--- src/bdq_pkg.sv ---
`timescale 1ns / 1ps
// Shared types and constants of the bounded deque with search.
package bdq_pkg;

    localparam int unsigned DATA_W      = 32;
    localparam int unsigned POS_W       = 4;
    localparam int unsigned MAX_RESULTS = 16;
    localparam int unsigned NRES_W      = $clog2(MAX_RESULTS + 1);

    typedef enum logic [2:0] {
        OP_CLEAR      = 3'd0,
        OP_PUSH_FRONT = 3'd1,
        OP_PUSH_BACK  = 3'd2,
        OP_POP_FRONT  = 3'd3,
        OP_POP_BACK   = 3'd4,
        OP_SEARCH     = 3'd5,
        OP_LIST_ALL   = 3'd6,
        OP_LIST_EVEN  = 3'd7
    } t_op;

    typedef enum logic [1:0] {
        ST_OK   = 2'd0,
        ST_MISS = 2'd1,
        ST_FULL = 2'd2,
        ST_RSVD = 2'd3
    } t_status;

    typedef enum logic [1:0] {
        S_IDLE,
        S_WALK,
        S_FINISH
    } t_state;

endpackage

--- src/bdq_if.sv ---
`timescale 1ns / 1ps
// Valid/ready channel interfaces for command items and result items.
interface bdq_in_if;
    import bdq_pkg::*;

    logic                     valid;
    logic                     ready;
    t_op                      op;
    logic signed [DATA_W-1:0] value;

    modport source (output valid, output op, output value, input ready);
    modport sink   (input valid, input op, input value, output ready);
endinterface

interface bdq_out_if;
    import bdq_pkg::*;

    logic                     valid;
    logic                     ready;
    t_status                  status;
    logic signed [DATA_W-1:0] data;
    logic [POS_W-1:0]         position;
    logic                     last;

    modport source (output valid, output status, output data, output position, output last,
                    input ready);
    modport sink   (input valid, input status, input data, input position, input last,
                    output ready);
endinterface

--- src/bounded_deque_with_search_core.sv ---
`timescale 1ns / 1ps
// Bounded deque of signed words with linear search and listing.
//
// Usage: command items (op, value) enter on i_in; result items (status, data,
// position, last) leave on o_out. Every command gives at least one result, and
// the final result of a command carries last = 1.
// Clear, push and pop: the command is taken and the state is updated in
// S_IDLE, and the result is loaded into the output register in S_FINISH once
// that register is free. Search and list walk the stored elements through the
// registered-read synchronous memory, one element per cycle unless the walk
// stalls; list of N elements emits at most 16 results.
// A new command is taken only when the previous one has loaded its final
// result; that result may still wait in the output register while the next
// command is accepted.
// When the receiver stalls, the output register holds its item, and a walk
// with a result waiting freezes, re-reading its element until the item can move.
// Reset empties the deque (front and count to zero) and drops any pending
// result; the element memory is not cleared and needs no clearing pass.
module bounded_deque_with_search_core #(
    parameter int unsigned DEPTH = 16
) (
    input  logic          i_clk,
    input  logic          i_rst_n,
    bdq_in_if.sink        i_in,
    bdq_out_if.source     o_out
);
    import bdq_pkg::*;

    localparam int unsigned IDX_W = $clog2(DEPTH);
    localparam int unsigned CNT_W = $clog2(DEPTH + 1);
    localparam int unsigned SUM_W = IDX_W + 1;

    // Element memory: one write port, one registered read port.
    logic [DATA_W-1:0] r_mem [DEPTH];
    logic [DATA_W-1:0] r_rd_data;

    t_state                    r_state,  n_state;
    logic [IDX_W-1:0]          r_front,  n_front;
    logic [CNT_W-1:0]          r_count,  n_count;
    logic [IDX_W-1:0]          r_eidx,   n_eidx;
    logic [NRES_W-1:0]         r_nres,   n_nres;
    logic [DATA_W-1:0]         r_key,    n_key;
    t_op                       r_op,     n_op;
    t_status                   r_h_status, n_h_status;
    logic [DATA_W-1:0]         r_h_data,   n_h_data;
    logic [POS_W-1:0]          r_h_pos,    n_h_pos;
    logic                      r_out_valid,  n_out_valid;
    t_status                   r_out_status, n_out_status;
    logic [DATA_W-1:0]         r_out_data,   n_out_data;
    logic [POS_W-1:0]          r_out_pos,    n_out_pos;
    logic                      r_out_last,   n_out_last;

    logic              rd_en;
    logic [IDX_W-1:0]  rd_addr;
    logic              wr_en;
    logic [IDX_W-1:0]  wr_addr;
    logic              out_free;
    logic              accept;
    logic              full;
    logic              qualify;
    logic              need_emit;
    logic              at_end;

    function automatic logic [IDX_W-1:0] f_slot(input logic [IDX_W-1:0] base,
                                                 input logic [IDX_W-1:0] ofs);
        logic [SUM_W-1:0] sum;
        sum = {1'b0, base} + {1'b0, ofs};
        if (sum >= SUM_W'(DEPTH)) begin
            sum = sum - SUM_W'(DEPTH);
        end
        return sum[IDX_W-1:0];
    endfunction

    assign out_free       = !r_out_valid || o_out.ready;
    assign i_in.ready     = (r_state == S_IDLE);
    assign accept         = i_in.valid && (r_state == S_IDLE);
    assign full           = (r_count == CNT_W'(DEPTH));

    assign o_out.valid    = r_out_valid;
    assign o_out.status   = r_out_status;
    assign o_out.data     = r_out_data;
    assign o_out.position = r_out_pos;
    assign o_out.last     = r_out_last;

    // Element test for the walk, on the word read in the previous cycle.
    always_comb begin
        case (r_op)
            OP_SEARCH:    qualify = (r_rd_data == r_key);
            OP_LIST_ALL:  qualify = 1'b1;
            OP_LIST_EVEN: qualify = !r_rd_data[0];
            default:      qualify = 1'b0;
        endcase
        need_emit = qualify && (r_op != OP_SEARCH) && (r_nres != '0);
        at_end    = (CNT_W'(r_eidx) == r_count - CNT_W'(1))
                 || (qualify && (r_op == OP_SEARCH))
                 || (qualify && (r_nres == NRES_W'(MAX_RESULTS - 1)));
    end

    always_comb begin
        n_state      = r_state;
        n_front      = r_front;
        n_count      = r_count;
        n_eidx       = r_eidx;
        n_nres       = r_nres;
        n_key        = r_key;
        n_op         = r_op;
        n_h_status   = r_h_status;
        n_h_data     = r_h_data;
        n_h_pos      = r_h_pos;
        n_out_valid  = r_out_valid && !o_out.ready;
        n_out_status = r_out_status;
        n_out_data   = r_out_data;
        n_out_pos    = r_out_pos;
        n_out_last   = r_out_last;
        rd_en        = 1'b0;
        rd_addr      = r_front;
        wr_en        = 1'b0;
        wr_addr      = r_front;

        case (r_state)
            S_IDLE: begin
                if (accept) begin
                    n_h_status = ST_OK;
                    n_h_data   = '0;
                    n_h_pos    = '0;
                    n_state    = S_FINISH;
                    case (i_in.op)
                        OP_CLEAR: begin
                            n_front = '0;
                            n_count = '0;
                        end
                        OP_PUSH_FRONT: begin
                            if (full) begin
                                n_h_status = ST_FULL;
                            end else begin
                                n_front = (r_front == '0) ? IDX_W'(DEPTH - 1)
                                                          : r_front - IDX_W'(1);
                                wr_en   = 1'b1;
                                wr_addr = n_front;
                                n_count = r_count + CNT_W'(1);
                            end
                        end
                        OP_PUSH_BACK: begin
                            if (full) begin
                                n_h_status = ST_FULL;
                            end else begin
                                wr_en   = 1'b1;
                                wr_addr = f_slot(r_front, IDX_W'(r_count));
                                n_count = r_count + CNT_W'(1);
                            end
                        end
                        OP_POP_FRONT: begin
                            if (r_count == '0) begin
                                n_h_status = ST_MISS;
                            end else begin
                                n_front = (r_front == IDX_W'(DEPTH - 1)) ? '0
                                                                         : r_front + IDX_W'(1);
                                n_count = r_count - CNT_W'(1);
                            end
                        end
                        OP_POP_BACK: begin
                            if (r_count == '0) begin
                                n_h_status = ST_MISS;
                            end else begin
                                n_count = r_count - CNT_W'(1);
                            end
                        end
                        default: begin
                            // search and list: start the walk at the front
                            n_h_status = ST_MISS;
                            n_nres     = '0;
                            n_key      = i_in.value;
                            n_op       = i_in.op;
                            n_eidx     = '0;
                            if (r_count != '0) begin
                                rd_en   = 1'b1;
                                rd_addr = r_front;
                                n_state = S_WALK;
                            end
                        end
                    endcase
                end
            end
            S_WALK: begin
                if (need_emit && !out_free) begin
                    // stall: re-read the current element to keep it
                    rd_en   = 1'b1;
                    rd_addr = f_slot(r_front, r_eidx);
                end else begin
                    if (qualify) begin
                        if (need_emit) begin
                            n_out_valid  = 1'b1;
                            n_out_status = r_h_status;
                            n_out_data   = r_h_data;
                            n_out_pos    = r_h_pos;
                            n_out_last   = 1'b0;
                        end
                        n_h_status = ST_OK;
                        n_h_data   = (r_op == OP_SEARCH) ? '0 : r_rd_data;
                        n_h_pos    = POS_W'(r_eidx);
                        n_nres     = r_nres + NRES_W'(1);
                    end
                    if (at_end) begin
                        n_state = S_FINISH;
                    end else begin
                        n_eidx  = r_eidx + IDX_W'(1);
                        rd_en   = 1'b1;
                        rd_addr = f_slot(r_front, n_eidx);
                    end
                end
            end
            S_FINISH: begin
                if (out_free) begin
                    n_out_valid  = 1'b1;
                    n_out_status = r_h_status;
                    n_out_data   = r_h_data;
                    n_out_pos    = r_h_pos;
                    n_out_last   = 1'b1;
                    n_state      = S_IDLE;
                end
            end
            default: begin
                n_state = S_IDLE;
            end
        endcase
    end

    always_ff @(posedge i_clk) begin
        if (wr_en) begin
            r_mem[wr_addr] <= i_in.value;
        end
        if (rd_en) begin
            r_rd_data <= r_mem[rd_addr];
        end
    end

    always_ff @(posedge i_clk) begin
        if (!i_rst_n) begin
            r_state     <= S_IDLE;
            r_front     <= '0;
            r_count     <= '0;
            r_out_valid <= 1'b0;
        end else begin
            r_state     <= n_state;
            r_front     <= n_front;
            r_count     <= n_count;
            r_out_valid <= n_out_valid;
        end
    end

    always_ff @(posedge i_clk) begin
        r_eidx       <= n_eidx;
        r_nres       <= n_nres;
        r_key        <= n_key;
        r_op         <= n_op;
        r_h_status   <= n_h_status;
        r_h_data     <= n_h_data;
        r_h_pos      <= n_h_pos;
        r_out_status <= n_out_status;
        r_out_data   <= n_out_data;
        r_out_pos    <= n_out_pos;
        r_out_last   <= n_out_last;
    end

endmodule

--- src/flat_wrapper.sv ---
// flat-port wrapper written by rule: the top's interface ports become plain ports
module bounded_deque_with_search_core_flat import bdq_pkg::*;
#(
    parameter int unsigned DEPTH = 16
)
  (i_clk, i_rst_n, i_in_valid, i_in_op, i_in_value, i_in_ready, o_out_valid, o_out_status, o_out_data, o_out_position, o_out_last, o_out_ready);
  bdq_in_if i_in_i ();
  bdq_out_if o_out_i ();
  input  logic i_clk;
  input  logic i_rst_n;
  input wire logic [$bits(i_in_i.valid)-1:0] i_in_valid;
  input wire logic [$bits(i_in_i.op)-1:0] i_in_op;
  input wire logic [$bits(i_in_i.value)-1:0] i_in_value;
  output wire logic [$bits(i_in_i.ready)-1:0] i_in_ready;
  output wire logic [$bits(o_out_i.valid)-1:0] o_out_valid;
  output wire logic [$bits(o_out_i.status)-1:0] o_out_status;
  output wire logic [$bits(o_out_i.data)-1:0] o_out_data;
  output wire logic [$bits(o_out_i.position)-1:0] o_out_position;
  output wire logic [$bits(o_out_i.last)-1:0] o_out_last;
  input wire logic [$bits(o_out_i.ready)-1:0] o_out_ready;
  assign i_in_i.valid = i_in_valid;
  assign i_in_i.op = i_in_op;
  assign i_in_i.value = i_in_value;
  assign i_in_ready = i_in_i.ready;
  assign o_out_valid = o_out_i.valid;
  assign o_out_status = o_out_i.status;
  assign o_out_data = o_out_i.data;
  assign o_out_position = o_out_i.position;
  assign o_out_last = o_out_i.last;
  assign o_out_i.ready = o_out_ready;
  bounded_deque_with_search_core #(.DEPTH(DEPTH)) u_core (.i_clk(i_clk), .i_rst_n(i_rst_n), .i_in(i_in_i), .o_out(o_out_i));
endmodule
--- config.mk ---
export PLATFORM = sky130hd
export DESIGN_NAME = bounded_deque_with_search_core_flat
export DESIGN_NICKNAME = d
export VERILOG_FILES = /design/src/bdq_pkg.sv /design/src/bdq_if.sv /design/src/bounded_deque_with_search_core.sv /design/src/flat_wrapper.sv
export SDC_FILE = /design/constraint.sdc
export NUM_CORES = 1
export LEC_CHECK = 0
export BUFFER_PORTS_ARGS = -buffer_cell sky130_fd_sc_hd__buf_2
export CORE_ASPECT_RATIO = 0.9
export CORE_MARGIN = 2
export CORE_UTILIZATION = 40
export DETAILED_ROUTE_END_ITERATION = 7
export PLACE_DENSITY = 0.6
export SYNTH_ARGS = -nofsm -noshare
export SYNTH_HDL_FRONTEND = slang
export SYNTH_SLANG_ARGS = --single-unit
--- constraint.sdc ---
create_clock -name i_clk -period 4.94 [get_ports i_clk]
set_input_delay 1.482 -clock i_clk [delete_from_list [all_inputs] [get_ports i_clk]]
set_output_delay 1.482 -clock i_clk [all_outputs]
set_load 0.05 [all_outputs]
==> flow_metrics.tcl, run 1 <==
set metrics [dict create \
    outcome "complete, but fails checks" \
    violations "DRC" \
    drt-initial-drc-count 3080 \
    p_leak_uw 0.0122 \
    cts_tree "yes" \
    synth_most_common_cell "edfxtp_1" \
    synth.top_cells.by_count "665 x edfxtp_1, 280 x o22ai_1, 261 x a22oi_1, 225 x a221oi_1, 197 x clkbuf_1" \
    wl_per_cell_um 28.8 \
    max-slew-margin-rel 0.325 \
    synth-seq-area-share 0.615 \
    critPathCaptureType "register" \
    drt_wl_total_mm 103 \
    max_freq_ghz 0.215 \
    multi_input_area_sq_mm 0.0118 \
    period_share 0.941 \
    grt_pass1_vias 23276 \
    antenna_found_initial 16 \
    syn_nets 2521 \
    grt_pass1_wl_mm 152 \
    clock_skew_ps 24.1 \
    drive_gt1_frac 0.133 \
    layout.nets 2510 \
    gp_congestion 0.873 \
    critPathLaunchType "register" \
    vias 24559 \
    rrSetupSlack_ps 290 \
    layout_min_cycle_time_ps 4650 \
    dp.cells 3434 \
    start_util 0.404 \
    finalPower_uw 13800 \
    synthTopCellsByArea "edfxtp_1 61%, a221oi_1 6.0%, a22oi_1 6.0%" \
    ff_latch_area_sq_mm 0.0202 \
    htreeDepth 3 \
    firstDrtPassIters 8 \
    cts_buffer_depth 3 \
    clk_latency_ps 620 \
    place_ws_ps -3.86 \
    report.final.slew_viol_count 0 \
    peakVddDrop_mv 0.259 \
    synth_cell_types 72 \
    ys_warn_count 0 \
    power_density_mw_per_mm2 372 \
    cts_made_buffers 72 \
    track_usage 0.238 \
    synth_area_leader_cell "edfxtp_1" \
    rows 99 \
    ios 80 \
    post_cts_hold_buffer_count 0 \
    synth-edff-count 665 \
    io_buffers 79 \
    clk_pin_slew_ps 60 \
    crit_type "reg -> reg" \
    root_buffer "clkbuf_16" \
    die_y_um 276 \
    cts_sinks 677 \
    crit_arrival_ps 4970 \
    syn_inst 2459 \
    setup_ws_ps 293 \
    syn_to_final_growth_pct 12.8 \
    synth_top_area_frac 0.608 \
    fill_cells 7114 \
    tightest_slew_ps 1010 \
    worstReg2RegStart "u_core.r_rd_data[0]" \
    cap_violations 0 \
    avgSynthCellArea_sq_um 13.4 \
    worstPathRequired_ps 5270 \
    worstSetupEndpoint "u_core.r_rd_data[11]" \
    final_cell_count_no_fill 3561 \
    rr_worst_depth 11 \
    setup_viol 0 \
    holdWs_ps 416 \
    ys_async_sr_fraction 0 \
    diodes 0 \
    synthesis.area_sq_mm 0.0329 \
    fp.dieW_um 306 \
    hold_viol_final 0 \
    hp-class "reg -> reg" \
    rsz0062_at_grt "false" \
    antenna_left 0 \
    startpoint "u_core.r_rd_data[0]" \
    synthFlopType "edfxtp_1" \
    dieArea_sq_mm 0.0845 \
    critPathMaxFanout 128 \
    r2r-end "u_core.r_rd_data[11]" \
    vias_per_cell 6.90 \
    drc_errors 8 \
    grt_max_degree 137 \
    core-area_sq_mm 0.0813 \
    grt-ovfl-total 0 \
    ys_seq_elements 677 \
    hpwl_mm 55.9 \
    post_cts.repair.setup_buffers 0 \
]
-- cells by family after synthesis --
logic type / after synthesis / share of synthesized area
compound gates: 981 / 0.224
xor+xnor: 49 / 0.0131
fa+ha+maj: 23 / 0.00944
buf+inv: 259 / 0.0337
flops: 677 / 0.615
mux: 204 / 0.0625
simple gates: 266 / 0.0422
-- final cells by class --
| type | count | share of cell area |
|---|---|---|
| clock inverters | 43 | 0.0102 |
| clock buffers | 84 | 0.0510 |
| well taps | 1060 | 0.0358 |
| flip-flops and latches | 677 | 0.545 |
| repair buffers | 157 | 0.0379 |
| inverters | 17 | 0.00172 |
| multi-input cells | 1523 | 0.318 |
-- critical path, stage by stage, from the launching register on --
cell	delay, ps
edfxtp_1	600
xor2_1	300
or4_1	530
nor4b_1	220
and4_1	590
nor2b_4	270
a32o_4	360
buf_12	240
a221oi_1	390
o22ai_1	150
nor3_1	340
o31ai_1	220
-- per-stage QoR --
stage | utilization | instance area [sq um] | setup TNS (ps)
CTS | 0.456 | 37100 | 0
global route | 0.456 | 37100 | 0
global placement | 0.428 | 34800 | -55.4
detailed placement | 0.428 | 34800 | -3.86
floorplan | - | 32900 | 0
finish | 0.456 | 37100 | 0
-- flip-flops by register name, summed over array words and instances (netlist names), 3 cells and up --
signal                 count
u_core.o_out.position      4
u_core.o_out.data         32
u_core.r_eidx              4
u_core.r_h_data           32
u_core.r_count             5
u_core.r_h_pos             4
u_core.r_nres              5
u_core.r_rd_data          32
u_core.r_key              32
u_core.r_mem             512
u_core.r_op                3
u_core.r_front             4
-- routing by layer --
layer	share of wire	vias to the layer above	global-route usage
li1	-	10439	-
met1	0.42	12397	0.341
met2	0.44	1497	0.360
met3	0.11	218	0.0579
met4	0.029	8	0.0728
met5	0.00049	-	0
-- worst min-delay path by stage --
stage | to | depth (start not counted) | startpoint
final | u_core.o_out.data[7] | 0 | u_core.r_h_data[7]
after global routing | u_core.o_out.data[30] | 0 | u_core.r_h_data[30]
after CTS | u_core.o_out.data[7] | 0 | u_core.r_h_data[7]
after detailed placement | u_core.o_out.data[0] | 0 | u_core.r_h_data[0]
after global placement | u_core.o_out.status[0] | 0 | u_core.r_h_status[0]
after floorplan | u_core.o_out.data[0] | 0 | u_core.r_h_data[0]
-- timing repair --
| action | in CTS | in global routing |
|---|---|---|
| endpoints found under the setup margin | 0 | 2 |
| endpoints found under the hold margin | 0 | 0 |
| resized for setup | 0 | 1 |
-- cell usage in the layout, fill, tap and decap left out, types with 16 or more instances in the layout --
master / instances
o31ai_1: 20
nor3_1: 40
a211oi_1: 25
and3_1: 36
a221oi_1: 225
ha_1: 19
xnor2_1: 20
o22ai_1: 280
a22oi_1: 261
o2bb2ai_1: 20
buf_4: 44
nor2_1: 45
inv_1: 16
mux2i_1: 194
o211ai_1: 21
o21ai_0: 18
buf_2: 79
buf_12: 34
clkinv_1: 16
xor2_1: 29
nand2_1: 31
clkbuf_16: 74
nand3_1: 32
a21oi_1: 30
edfxtp_1: 665
nor2_4: 19
-- power breakdown --
group | leakage, uW | internal (uW) | switching (uW) | total [uW]
combinational | 0.00494 | 640 | 1280 | 1920
sequential | 0.00615 | 6490 | 77.0 | 6570
clock | 0.00112 | 3050 | 2240 | 5300
(Power assumes the default switching activity.)
==> run 2: changes to the inputs <==
--- a/config.mk
+++ b/config.mk
@@ -10,7 +10,7 @@
 export CORE_MARGIN = 2
 export CORE_UTILIZATION = 40
 export DETAILED_ROUTE_END_ITERATION = 7
-export PLACE_DENSITY = 0.6
+export PLACE_DENSITY = 0.58
 export SYNTH_ARGS = -nofsm -noshare
 export SYNTH_HDL_FRONTEND = slang
 export SYNTH_SLANG_ARGS = --single-unit
==> constraint.sdc (replaced) <==
create_clock -name i_clk -period 4.5 [get_ports i_clk]
set_input_delay 1.35 -clock i_clk [delete_from_list [all_inputs] [get_ports i_clk]]
set_output_delay 1.35 -clock i_clk [all_outputs]
set_load 0.05 [all_outputs]
==> run 2 against run 1 <==
The flow now finishes without violations; setup slack lost 49 ps; register-to-register slack lost 50 ps; worst hold slack lost 1.5 ps; utilization grew 0.47 points; critical endpoint is now u_core.r_rd_data[7].
==> flow_metrics.tcl, run 2 (synthesized netlist as in run 1, its figures left out) <==
set metrics [dict create \
    outcome "finished, final reports clean" \
    mostFrequentLayoutCell "edfxtp_1" \
    critPathCaptureType "register" \
    drt-initial-drc-count 3352 \
    period_share 0.946 \
    cap_violations 0 \
    io_buffers 79 \
    firstDrtPassIters 6 \
    cp_slowest_cell "edfxtp_1" \
    utilization 0.461 \
    report.final.slew_viol_count 0 \
    cts_buffer_depth 3 \
    layout.nets 2550 \
    layout_min_cycle_time_ps 4260 \
    clk_latency_ps 630 \
    rsz0062_at_grt "false" \
    grt_max_degree 197 \
    cts_tree "yes" \
    drive_gt1_frac 0.144 \
    cts_resized 0 \
    max_stage_delay_ps 580 \
    post_cts.repair.setup_buffers 0 \
    vias 24834 \
    htreeDepth 3 \
    multi_input_area_sq_mm 0.0118 \
    gp_congestion 0.836 \
    clock_skew_ps 20.6 \
    rows 99 \
    peakVddDrop_mv 0.265 \
    worstPathRequired_ps 4840 \
    crit_arrival_ps 4600 \
    grt-ovfl-total 0 \
    met3_usage 0.0576 \
    max-slew-margin-rel 0.188 \
    setup_viol 0 \
    hp-class "reg -> reg" \
    startpoint "u_core.r_rd_data[23]" \
    cts_made_buffers 73 \
    critPathTopFamily "simple AND/OR/NAND/NOR gates" \
    worstPathCellList "xor2_1 -> or4_1 -> nor4_1 -> and4_1 -> nor3b_2 -> nand3b_1 -> buf_12 -> buf_4 -> a221oi_1 -> o22ai_1 -> nor3_1 -> o31ai_1" \
    p_leak_uw 0.0124 \
    syn_to_final_growth_pct 13.9 \
    root_buffer "clkbuf_16" \
    worstReg2RegStart "u_core.r_rd_data[23]" \
    core-area_sq_mm 0.0813 \
    fp.dieW_um 306 \
    post_cts_hold_buffer_count 0 \
    track_usage 0.241 \
    hold_start "u_core.r_h_pos[1]" \
    dieArea_sq_mm 0.0845 \
    die_y_um 276 \
    vias_per_cell 6.89 \
    start_util 0.404 \
    tightest_slew_ps 1220 \
    ios 80 \
    max_freq_ghz 0.235 \
    cts_sinks 677 \
    grt_pass1_wl_mm 154 \
    clk_pin_slew_ps 60 \
    gr-max-usage-layer "met2" \
    largest_reg_flops 512 \
    antenna_left 0 \
    setup_tns_ps 0 \
    grt_use_met2 0.363 \
    grt_pass1_vias 23696 \
    antenna_found_initial 9 \
    hpwl_mm 59.1 \
    ff_latch_area_sq_mm 0.0202 \
    drc_errors 0 \
    hold_viol_final 0 \
    power_density_mw_per_mm2 403 \
    crit_type "reg -> reg" \
    critPathLaunchType "register" \
    diodes 0 \
    critPathMaxFanout 55 \
    top_register "u_core.r_mem" \
    fill_cells 7172 \
    layout.cells.most_common_list "665 x edfxtp_1, 280 x o22ai_1, 261 x a22oi_1, 225 x a221oi_1, 194 x mux2i_1" \
    grt_util_met1 0.345 \
    worstPathBufferInverterCount 2 \
    drt_wl_total_mm 104 \
    wl_per_cell_um 28.9 \
]
run 2: cell count changes in the layout (fill, tap and decap cells not counted), moves of 2 or more:
cell / previous run / this run
buf_12: 34 / 45
buf_4: 44 / 72
bufinv_16: 6 / 3
clkbuf_1: 10 / 21
clkinv_1: 16 / 14
clkinv_2: 15 / 12
inv_16: 0 / 2
run 2: layout make-up:
| type | count | area share |
|---|---|---|
| Clock buffer | 95 | 0.0516 |
| Clock inverter | 36 | 0.00792 |
| Inverter | 17 | 0.00170 |
| Sequential cell | 677 | 0.540 |
| Tap cell | 1060 | 0.0354 |
| Multi-Input combinational cell | 1523 | 0.315 |
| Timing Repair Buffer | 196 | 0.0491 |
run 2: worst register-to-register path, cell delays in order, from the launching register on:
cell and delay (ps):
edfxtp_1 580, xor2_1 260, or4_1 420, nor4_1 290, and4_1 530, nor3b_2 110, nand3b_1 290, buf_12 270
buf_4 290, a221oi_1 400, o22ai_1 130, nor3_1 290, o31ai_1 130
run 2: power breakdown:
group          internal, uW  leakage (uW)  switching (uW)
clock                  3220       0.00109            2500
combinational           758       0.00518            1410
sequential             7130       0.00615            83.5
run 2: worst paths after layout:
check	cells past startpoint	slack, ps	to
worst max-delay path	12	240	u_core.r_rd_data[7]
worst min-delay path	0	410	u_core.o_out.position[1]
worst max register to register	12	240	u_core.r_rd_data[7]
worst min register to register	0	410	u_core.o_out.position[1]
run 2: stage by stage:
| stage | hold WS, ps | power (uW) | setup slack (ps) | instance area [sq um] | std cells |
|---|---|---|---|---|---|
| final | 414 | 15100 | 244 | 37400 | 3604 |
| after global routing | 424 | 15600 | 30.0 | 37400 | 3604 |
| after CTS | 418 | 15200 | 323 | 37400 | 3604 |
| after detailed placement | 405 | 9480 | -37.0 | 35200 | 3473 |
| after global placement | 403 | 9440 | -42.5 | 35200 | 3473 |
| after floorplan | 400 | 8740 | -118 | 32900 | 2459 |
run 2: metal layers:
layer  share of wire  vias to the layer above
met5         0.00067                        -
met4           0.029                       10
met3            0.11                      219
met2            0.44                     1472
met1            0.43                    12635
li1                -                    10498
